<file path="config.mk">
export PLATFORM = sky130hd
export DESIGN_NAME = pixel_pack_slip_framer
export DESIGN_NICKNAME = d
export VERILOG_FILES = /design/src/hw/rtl/pps_pkg.sv /design/src/hw/rtl/pixel_pack_slip_framer.sv
export SDC_FILE = /design/constraint.sdc
export NUM_CORES = 1
export LEC_CHECK = 0
export CAP_MARGIN = 30
export CORE_ASPECT_RATIO = 1.75
export CORE_UTILIZATION = 60
export CTS_CLUSTER_SIZE = 30
export DETAILED_ROUTE_END_ITERATION = 8
export DONT_BUFFER_PORTS = 1
export HOLD_SLACK_MARGIN = 0.1
export PLACE_DENSITY = 0.81
export SLEW_MARGIN = 10
export SYNTH_ARGS = -nofsm -noshare
export SYNTH_HDL_FRONTEND = slang
export SYNTH_SLANG_ARGS = --single-unit
</file>
<file path="constraint.sdc">
create_clock -name clk -period 5.09 [get_ports clk]
set_input_delay 0 -clock clk [delete_from_list [all_inputs] [get_ports clk]]
set_output_delay 0 -clock clk [all_outputs]
set_load 0.05 [all_outputs]
</file>
<file path="src/hw/rtl/pps_pkg.sv">
package pps_pkg;

	// Screen geometry.
	localparam int unsigned SCREEN_WIDTH  = 240;
	localparam int unsigned SCREEN_HEIGHT = 64;

	localparam int unsigned FRAME_PIXELS    = SCREEN_WIDTH * SCREEN_HEIGHT;
	localparam int unsigned PACKED_BYTES    = FRAME_PIXELS / 8;
	localparam int unsigned LAST_BYTE_PIXEL = PACKED_BYTES * 8 - 1;
	localparam int unsigned POS_W           = $clog2(FRAME_PIXELS);

	localparam logic [31:0] LEN_WORD = 32'(PACKED_BYTES);

	// SLIP codes.
	localparam logic [7:0] SLIP_END     = 8'hc0;
	localparam logic [7:0] SLIP_ESC     = 8'hdb;
	localparam logic [7:0] SLIP_ESC_END = 8'hdc;
	localparam logic [7:0] SLIP_ESC_ESC = 8'hdd;

	// Result slots of one request: header bytes first, then the data byte,
	// its escape companion, and the frame terminator.
	localparam int unsigned HDR_LEN   = 11;
	localparam int unsigned NUM_SLOTS = HDR_LEN + 3;
	localparam int unsigned SLOT_W    = $clog2(NUM_SLOTS);

	localparam logic [SLOT_W-1:0] SLOT_DATA = SLOT_W'(HDR_LEN);
	localparam logic [SLOT_W-1:0] SLOT_ESC  = SLOT_W'(HDR_LEN + 1);
	localparam logic [SLOT_W-1:0] SLOT_TERM = SLOT_W'(HDR_LEN + 2);

	typedef logic [NUM_SLOTS-1:0] slot_mask_t;

	// Fixed command header, with the packed byte count big-endian in the middle.
	function automatic logic [7:0] hdr_byte(input logic [SLOT_W-1:0] idx);
		logic [7:0] b;
		unique case (idx)
			SLOT_W'(0): b = 8'h38;
			SLOT_W'(1): b = 8'h46;
			SLOT_W'(2): b = 8'h42;
			SLOT_W'(3): b = 8'h46;
			SLOT_W'(4): b = 8'h50;
			SLOT_W'(5): b = LEN_WORD[31:24];
			SLOT_W'(6): b = LEN_WORD[23:16];
			SLOT_W'(7): b = LEN_WORD[15:8];
			SLOT_W'(8): b = LEN_WORD[7:0];
			default:    b = 8'hff;
		endcase
		return b;
	endfunction

endpackage

</file>
<file path="src/hw/rtl/pixel_pack_slip_framer.sv">
// Pixel packer and SLIP framer for a monochrome display command stream.
//
// Pixels enter on the in_valid/in_ready channel, one per request, in raster
// order. Each is XORed with invert_pixels and eight are packed MSB-first into
// a byte. The first pixel of a frame produces the fixed 11-byte header; every
// eighth pixel produces its packed byte, SLIP-escaped into one or two bytes;
// the pixel that completes the last byte also produces the 0xC0 terminator,
// flagged by frame_end. run_last marks the final result of each pixel.
// invert_pixels is written on the cfg_valid/cfg_ready channel, which is
// always ready and should only be used while the block is idle.
//
// The first result of a pixel moves from the result stage into the output
// register. Throughput: one pixel per cycle while each pixel gives at most one
// result and the receiver takes each byte; a pixel with more results holds
// in_ready low until its last is issued, as the result stage issues one byte
// per cycle when unstalled. A stalled receiver holds the output register, and
// a pixel waiting in the result stage then keeps in_ready low. Reset returns
// to the start of a frame with an empty pipeline and invert_pixels cleared.
module pixel_pack_slip_framer (
	input  logic       clk,
	input  logic       arst_n,
	input  logic       cfg_valid,
	output logic       cfg_ready,
	input  logic       invert_pixels,
	input  logic       in_valid,
	output logic       in_ready,
	input  logic       pixel,
	output logic       out_valid,
	input  logic       out_ready,
	output logic [7:0] out_byte,
	output logic       frame_end,
	output logic       run_last
);
	import pps_pkg::*;

	// Frame state, updated as each pixel is accepted.
	logic [POS_W-1:0] pos_q;
	logic [6:0]       pack_q;
	logic             invert_q;

	// Result stage: the pending result slots of one pixel.
	logic       valid_s1;
	slot_mask_t pend_s1;
	logic [7:0] byte_s1;

	// Output register.
	logic       out_valid_q;
	logic [7:0] out_byte_q;
	logic       frame_end_q;
	logic       run_last_q;

	logic             accept;
	logic [7:0]       packed_byte;
	logic             in_frame;
	slot_mask_t       new_pend;
	logic             out_free;
	logic             issue;
	slot_mask_t       pick;
	slot_mask_t       pend_nxt;
	logic             issue_last;
	logic [SLOT_W-1:0] pick_idx;
	logic [7:0]       issue_byte;

	assign cfg_ready = 1'b1;
	assign accept    = in_valid && in_ready;

	// Work out what the incoming pixel produces.
	always_comb begin
		packed_byte = {pack_q, pixel ^ invert_q};
		in_frame    = pos_q <= POS_W'(LAST_BYTE_PIXEL);
		new_pend    = '0;
		if (pos_q == '0) begin
			new_pend[HDR_LEN-1:0] = '1;
		end
		if (in_frame && (pos_q[2:0] == 3'd7)) begin
			new_pend[SLOT_DATA] = 1'b1;
			new_pend[SLOT_ESC]  = (packed_byte == SLIP_END) || (packed_byte == SLIP_ESC);
		end
		new_pend[SLOT_TERM] = pos_q == POS_W'(LAST_BYTE_PIXEL);
	end

	// Issue the lowest pending slot each cycle the output register can take it.
	always_comb begin
		out_free   = !out_valid_q || out_ready;
		issue      = valid_s1 && out_free;
		pick       = pend_s1 & (~pend_s1 + 1'b1);
		pend_nxt   = pend_s1 & ~pick;
		issue_last = pend_nxt == '0;
		pick_idx   = '0;
		for (int i = 0; i < NUM_SLOTS; i++) begin
			if (pick[i]) begin
				pick_idx = SLOT_W'(i);
			end
		end
		if (pick_idx == SLOT_DATA) begin
			issue_byte = pend_s1[SLOT_ESC] ? SLIP_ESC : byte_s1;
		end else if (pick_idx == SLOT_ESC) begin
			issue_byte = (byte_s1 == SLIP_END) ? SLIP_ESC_END : SLIP_ESC_ESC;
		end else if (pick_idx == SLOT_TERM) begin
			issue_byte = SLIP_END;
		end else begin
			issue_byte = hdr_byte(pick_idx);
		end
	end

	// The stage frees up when its last result moves to the output register.
	assign in_ready = !valid_s1 || (issue && issue_last);

	always_ff @(posedge clk or negedge arst_n) begin
		if (!arst_n) begin
			invert_q <= 1'b0;
		end else if (cfg_valid && cfg_ready) begin
			invert_q <= invert_pixels;
		end
	end

	always_ff @(posedge clk or negedge arst_n) begin
		if (!arst_n) begin
			pos_q  <= '0;
			pack_q <= '0;
		end else if (accept) begin
			if (pos_q == POS_W'(FRAME_PIXELS - 1)) begin
				pos_q <= '0;
			end else begin
				pos_q <= pos_q + 1'b1;
			end
			if (in_frame) begin
				pack_q <= packed_byte[6:0];
			end
		end
	end

	always_ff @(posedge clk or negedge arst_n) begin
		if (!arst_n) begin
			valid_s1 <= 1'b0;
		end else if (accept) begin
			valid_s1 <= new_pend != '0;
		end else if (issue && issue_last) begin
			valid_s1 <= 1'b0;
		end
	end

	always_ff @(posedge clk) begin
		if (accept) begin
			pend_s1 <= new_pend;
			byte_s1 <= packed_byte;
		end else if (issue) begin
			pend_s1 <= pend_nxt;
		end
	end

	always_ff @(posedge clk or negedge arst_n) begin
		if (!arst_n) begin
			out_valid_q <= 1'b0;
		end else if (issue) begin
			out_valid_q <= 1'b1;
		end else if (out_ready) begin
			out_valid_q <= 1'b0;
		end
	end

	always_ff @(posedge clk) begin
		if (issue) begin
			out_byte_q  <= issue_byte;
			frame_end_q <= pick_idx == SLOT_TERM;
			run_last_q  <= issue_last;
		end
	end

	assign out_valid = out_valid_q;
	assign out_byte  = out_byte_q;
	assign frame_end = frame_end_q;
	assign run_last  = run_last_q;

endmodule

</file>
Word level (Yosys, flattened, before mapping)
Memories as Yosys holds them, arrays and structs flattened.
Cells that the tools add are included.
{ "classes": {"addsub": 2, "magnitude_cmp": 1, "eq_ne": 8, "n_mux": 27, "bitwise": 5, "n_reduce_logical": 16} }
{ "op_table": {"columns": ["operator", "n"], "rows": [
  ["14-bit 2-to-1 mux", 3],
  ["4-bit 2-to-1 mux", 9],
  ["8-bit 2-to-1 mux", 4],
  ["14-bit by 1-bit adder with 14-bit output, second input constant", 2],
  ["14-bit AND", 2],
  ["14-bit zero test", 2],
  ["14-bit NOT", 2],
  ["8-bit == test, second input constant", 3],
  ["14-bit == test, second input constant", 1],
  ["14-bit less-or-equal comparator, second input constant", 1],
  ["14-bit nonzero test", 1],
  ["4-bit == test, second input constant", 3],
  ["11-bit 2-to-1 mux", 1],
  ["1-bit 2-to-1 mux", 6],
  ["2-bit 2-to-1 mux", 3],
  ["2-bit nonzero test", 3],
  ["1-bit logical AND", 4],
  ["3-bit == test, second input constant", 1],
  ["1-bit logical OR", 3],
  ["3-bit 2-to-1 mux", 1],
  ["1-bit zero test", 2],
  ["2-bit AND reduction", 1],
  ["1-bit bitwise XOR", 1]
]} }
{ "totals": {"register_bits": 56, "rom_bits": 128, "input_bits": 7, "out_inout_bits": 13, "wordCells": 70, "mem_count": 1} }
{ "memory_table": {"columns": ["memory", "depth", "width", "read_ports", "rd_ports_with_merged_regs", "wr", "line", "source"], "rows": [
  ["(no name shown)", 16, 8, 1, 0, 0, "pps_pkg.sv:35", "unique case (idx)"]
]} }

Longest topological paths before layout
{ "depth": {"depth_word": 20, "ltp_mapped": 11, "depth_no_buf": 8} }

Least setup slack after synthesis
No wires, ideal clock.
{ "synth_path": {"path_type": "register to register", "start": "reg pend_s1[0]", "end": "reg valid_s1", "setup_time_ns": 0.186, "t_arrival_ns": 3.155, "required_ns": 4.904, "path_slack_ns": 1.749, "stages_incl_launch_ff": 8, "path_buffers": 1, "period_less_slack_ns": 3.341, "cell_sequence": "edfxtp_1 buf_6 nor4_4 nand4_4 maj3_2 or4_4 o21ai_0 nand2_1"} }
{ "synth_between": {"elab_chain_len": 10, "elab_cells_between_ends": 11, "cone_classes": "add/sub (1); mux (1); bitwise (4); reduce/logical (5)"} }
{ "synth_rtl": {"columns": ["element", "line", "source"], "rows": [
  ["start, declared", "pixel_pack_slip_framer.sv:43", "slot_mask_t pend_s1;"],
  ["start signal, assigned", "pixel_pack_slip_framer.sv:145", "pend_s1 <= new_pend;"],
  ["start signal, assigned", "pixel_pack_slip_framer.sv:148", "pend_s1 <= pend_nxt;"],
  ["14-bit NOT", "pixel_pack_slip_framer.sv:86", "pick = pend_s1 & (~pend_s1 + 1'b1);"],
  ["14-bit by 1-bit adder with 14-bit output", "pixel_pack_slip_framer.sv:86", null],
  ["14-bit AND", "pixel_pack_slip_framer.sv:86", null],
  ["14-bit NOT", "pixel_pack_slip_framer.sv:87", "pend_nxt = pend_s1 & ~pick;"],
  ["14-bit AND (*)", "pixel_pack_slip_framer.sv:87", null],
  ["14-bit zero test (*)", "pixel_pack_slip_framer.sv:88", "issue_last = pend_nxt == '0;"],
  ["1-bit logical AND (*)", "pixel_pack_slip_framer.sv:107", "assign in_ready = !valid_s1 || (issue && issue_last);"],
  ["1-bit logical OR (*)", "pixel_pack_slip_framer.sv:107", null],
  ["net in_ready", "pixel_pack_slip_framer.sv:26", "output logic in_ready,"],
  ["1-bit logical AND (*)", "pixel_pack_slip_framer.sv:65", "assign accept = in_valid && in_ready;"],
  ["1-bit 2-to-1 mux / 2-bit nonzero test (equally long branches)", null, null],
  ["end signal, assigned", "pixel_pack_slip_framer.sv:135", "valid_s1 <= 1'b0;"],
  ["end signal, assigned", "pixel_pack_slip_framer.sv:137", "valid_s1 <= new_pend != '0;"],
  ["end signal, assigned", "pixel_pack_slip_framer.sv:139", "valid_s1 <= 1'b0;"],
  ["end, declared", "pixel_pack_slip_framer.sv:42", "logic valid_s1;"]
]} }
The timed path passes the listed nets; every way through them passes the cells marked *.
A chain may end at the register's enable or synchronous reset.

Worst setup path in the final report
{ "layout_path": {"start": "reg pend_s1[5]", "end": "reg pend_s1[0], enable pin"} }
{ "layout_between": {"elab_chain_len": 10} }
{ "layout_rtl": {"columns": ["element", "line"], "rows": [
  ["14-bit NOT", "pixel_pack_slip_framer.sv:86"],
  ["14-bit by 1-bit adder with 14-bit output", "pixel_pack_slip_framer.sv:86"],
  ["14-bit AND", "pixel_pack_slip_framer.sv:86"],
  ["14-bit NOT", "pixel_pack_slip_framer.sv:87"],
  ["14-bit AND (*)", "pixel_pack_slip_framer.sv:87"],
  ["14-bit zero test (*)", "pixel_pack_slip_framer.sv:88"],
  ["1-bit logical AND (*)", "pixel_pack_slip_framer.sv:107"],
  ["1-bit logical OR (*)", "pixel_pack_slip_framer.sv:107"],
  ["1-bit logical AND (*)", "pixel_pack_slip_framer.sv:65"],
  ["2-bit nonzero test (no line) (*)", null]
]} }
Every way passes the cells marked *; elsewhere a longest branch is shown, timed or not.

==> run_results.csv <==
group,metric,value,unit
synthesis,synthSimpleGateAreaFrac,20.58,%
run_status,outcome,"complete, no violations",
synthesis,synth_top_family_by_area,"simple AND/OR/NAND/NOR gates",
placement,hpwl,4091,um
setup_path,crit_start,"pend_s1[5]",
clock_tree,cts-resized-gates,0,
sta,period_needed,3.435,ns
global_route,grt_max_degree,29,
global_route,grt_overflow_total,0,
die,fp.dieArea,5367,um2
detailed_routing,vias,2202,
sta,fin_crit_sh,67.49,%
clock_tree,cts.path.max_buffers,2,
finish,fillerInstances,351,
synthesis,synth_ff_type,"edfxtp_1",
clock_tree,clock_sinks,56,
clock_tree,cts_root_buffer,"clkbuf_8",
synthesis,syn-num-nets,290,
die,die_h,96.17,um
detailed_routing,wire_per_inst,17.59,um
global_route,grt_pass1_vias,2058,
clock_tree,post_cts_buffers,0,
setup_path,arrival,3.39,ns
clock_tree,insertion_delay,0.32,ns
global_route,antenna_found_initial,0,
sta,fmax,0.2911,GHz
setup_path,worst_r2r_startpoint,"pend_s1[5]",
sta,rsz0062_at_grt,"false",
global_route,grt_usage,23.66,%
detailed_routing,drtPass1Iterations,4,
power_and_ir_drop,power_density,592.5,nW/um2
placement,routabilityCongestion,0.9577,
sta,maxSlewViolCount,0,
synthesis,yosys_warnings,0,
sta,hold_violations,0,
synthesis,synth_cells,280,
power_and_ir_drop,p_leak,1.216,nW
finish,area_delta_synth_final,5.062,%
finish,drive_above_1_share,15.30,%
synthesis,synthMuxAreaShare,4.321,%
die,rows,33,
synthesis,ys_ff_latch,56,
die,core,4790,um2
sta,worst_pin_slew,0.9239,ns
clock_tree,cts.htree.levels,2,
detailed_routing,postRouteAntennaNets,0,
hold_path,hold_class,"in2reg",
sta,fin_setup_tns,0,ns
setup_path,required,5.05,ns
detailed_routing,route.detailed.drc,0,
sta,clock_skew,0.009557,ns
synthesis,synthDistinctLibCells,61,
detailed_routing,viasPerCell,6.613,
global_route,grt_pass1_wl,9632,um
finish,utilization,66.69,%
die,num_io_pins,20,
setup_path,start_kind,"register",
synthesis,synth-compound-area-share,15.47,%
setup_path,crit_type,"reg2reg",
detailed_routing,wl,5858,um
clock_tree,clk_pin_slew,0.11,ns
die,die_x,55.81,um
sta,slew_headroom,37.93,%
finish,final_nets,290,
hold_path,min_from,"in_valid",
sta,final-setup-viol-count,0,
synthesis,synth_edf_count,32,
synthesis,synthAdderAreaFrac,1.934,%
synthesis,syn_avg_cell_area,10.86,um2
synthesis,ys_seq_area_share,51.36,%
finish,diodes,0,
synthesis,postSynth.asyncResetShare,42.86,%
synthesis,synth-xor-area-share,1.440,%
detailed_routing,initialDrtViolationCount,56,
setup_path,critPathCaptureType,"register",
placement,placed_cells_incl_taps,317,
flow_run,max_cap_violations,0,
clock_tree,numCtsBuffers,5,
setup_path,worst-path-max-fanout,27,
synthesis,syn_area,3040,um2
power_and_ir_drop,vdd_ir_drop_max,0.0004092,V
placement,numPortBuffers,0,
clock_tree,tritoncts,"done",
finish,stdcell_count,333,
clock_tree,cts_hold_buf,6,
die,start_util,63.48,%
-- per-layer routing --
layer	vias up	GRT usage, %	part of all wire [%]
met5	-	0	0
met4	0	16.67	5.6
met3	22	4.032	2.9
met2	54	43.37	51
met1	1083	24.30	40
li1	1043	-	-
-- path summary, 6_finish.rpt --
path	to	slack (ns)	cells past startpoint
setup / recovery	pend_s1[0]	1.65	7
hold / removal	pend_s1[10]	0.16	3
setup reg to reg	pend_s1[0]	1.65	7
hold reg to reg	byte_s1[7]	0.49	0
max in group asynchronous	pos_q[12]	4.53	2
min in group asynchronous	pack_q[5]	0.18	2
-- cell usage in the layout, fill, tap and decap left out, types with 4 or more instances in the layout --
master          n
a21oi_1         6
o21ai_0        19
and3_1          6
nand2b_1        6
dfrtp_1        24
a31o_2         10
inv_1          12
nor2_1         22
nand3_1         9
mux2_4          8
nor3_1          6
dlygate4sd3_1   6
o21ai_1         5
edfxtp_1       32
a31oi_1         5
clkbuf_8        5
or3_1           4
nand4_1         7
nand2_1        21
-- cell usage after synthesis (7+ instances only) --
library cell | count | area (um2)
nor2_1 | 22 | 82.58
mux2_4 | 8 | 120.1
dfrtp_1 | 24 | 600.6
inv_1 | 12 | 45.04
edfxtp_1 | 32 | 960.9
a31o_2 | 10 | 87.58
nand2_1 | 21 | 78.83
nand3_1 | 9 | 45.04
nand4_1 | 7 | 43.79
o21ai_0 | 20 | 100.1
-- worst max-delay path, cell delays in order, from the launching register on --
cell	delay [ns]
edfxtp_1	0.55
nor4_4	0.52
nand4_4	0.21
maj3_2	0.35
or4_4	0.54
o21a_1	0.25
buf_8	0.18
nand2b_1	0.47
-- sequential cells by signal (all words and copies together), names as in the netlist --
name	flops
pos_q	14
out_byte	8
byte_s1	8
out_valid	1
frame_end	1
invert_q	1
pend_s1	14
valid_s1	1
run_last	1
pack_q	7
-- cell families after synthesis --
| family | count (synthesis) |
|---|---|
| compound gates | 69 |
| xor+xnor | 5 |
| fa+ha+maj | 5 |
| buf+inv | 29 |
| flops | 56 |
| mux | 9 |
| other cells | 1 |
| simple gates | 106 |
-- cell type report --
cell class / instances / area [um2] / area share (%)
sequential: 56 / 1562 / 48.88
multi-input combinational: 195 / 1334 / 41.75
timing repair buffer: 9 / 87.58 / 2.742
clock buffer: 5 / 68.82 / 2.154
tap: 52 / 65.06 / 2.037
inverter: 13 / 53.80 / 1.684
clock inverter: 3 / 23.77 / 0.7442
-- power breakdown --
| group | total [W] | switching [W] | internal, W |
|---|---|---|---|
| clock network | 0.000253 | 0.000152 | 0.000101 |
| registers | 0.00104 | 0.000331 | 0.000707 |
| logic | 0.000601 | 0.000322 | 0.000279 |
| total | 0.00189 | 0.000806 | 0.00109 |
-- through the flow --
step / setup WS (ns) / area [um2] / total power [W] / hold WS (ns)
final: 1.655 / 3194 / 0.001893 / 0.1564
after global routing: 1.498 / 3194 / 0.001998 / 0.1512
after CTS: 1.347 / 3174 / 0.001878 / 0.3448
after detailed placement: 1.361 / 3022 / 0.001618 / -0.2951
after global placement: 1.467 / 3022 / 0.001594 / -0.2951
after floorplan: 1.749 / 3040 / 0.001491 / -0.2956
Note: power is estimated with default switching activity, not from simulation.
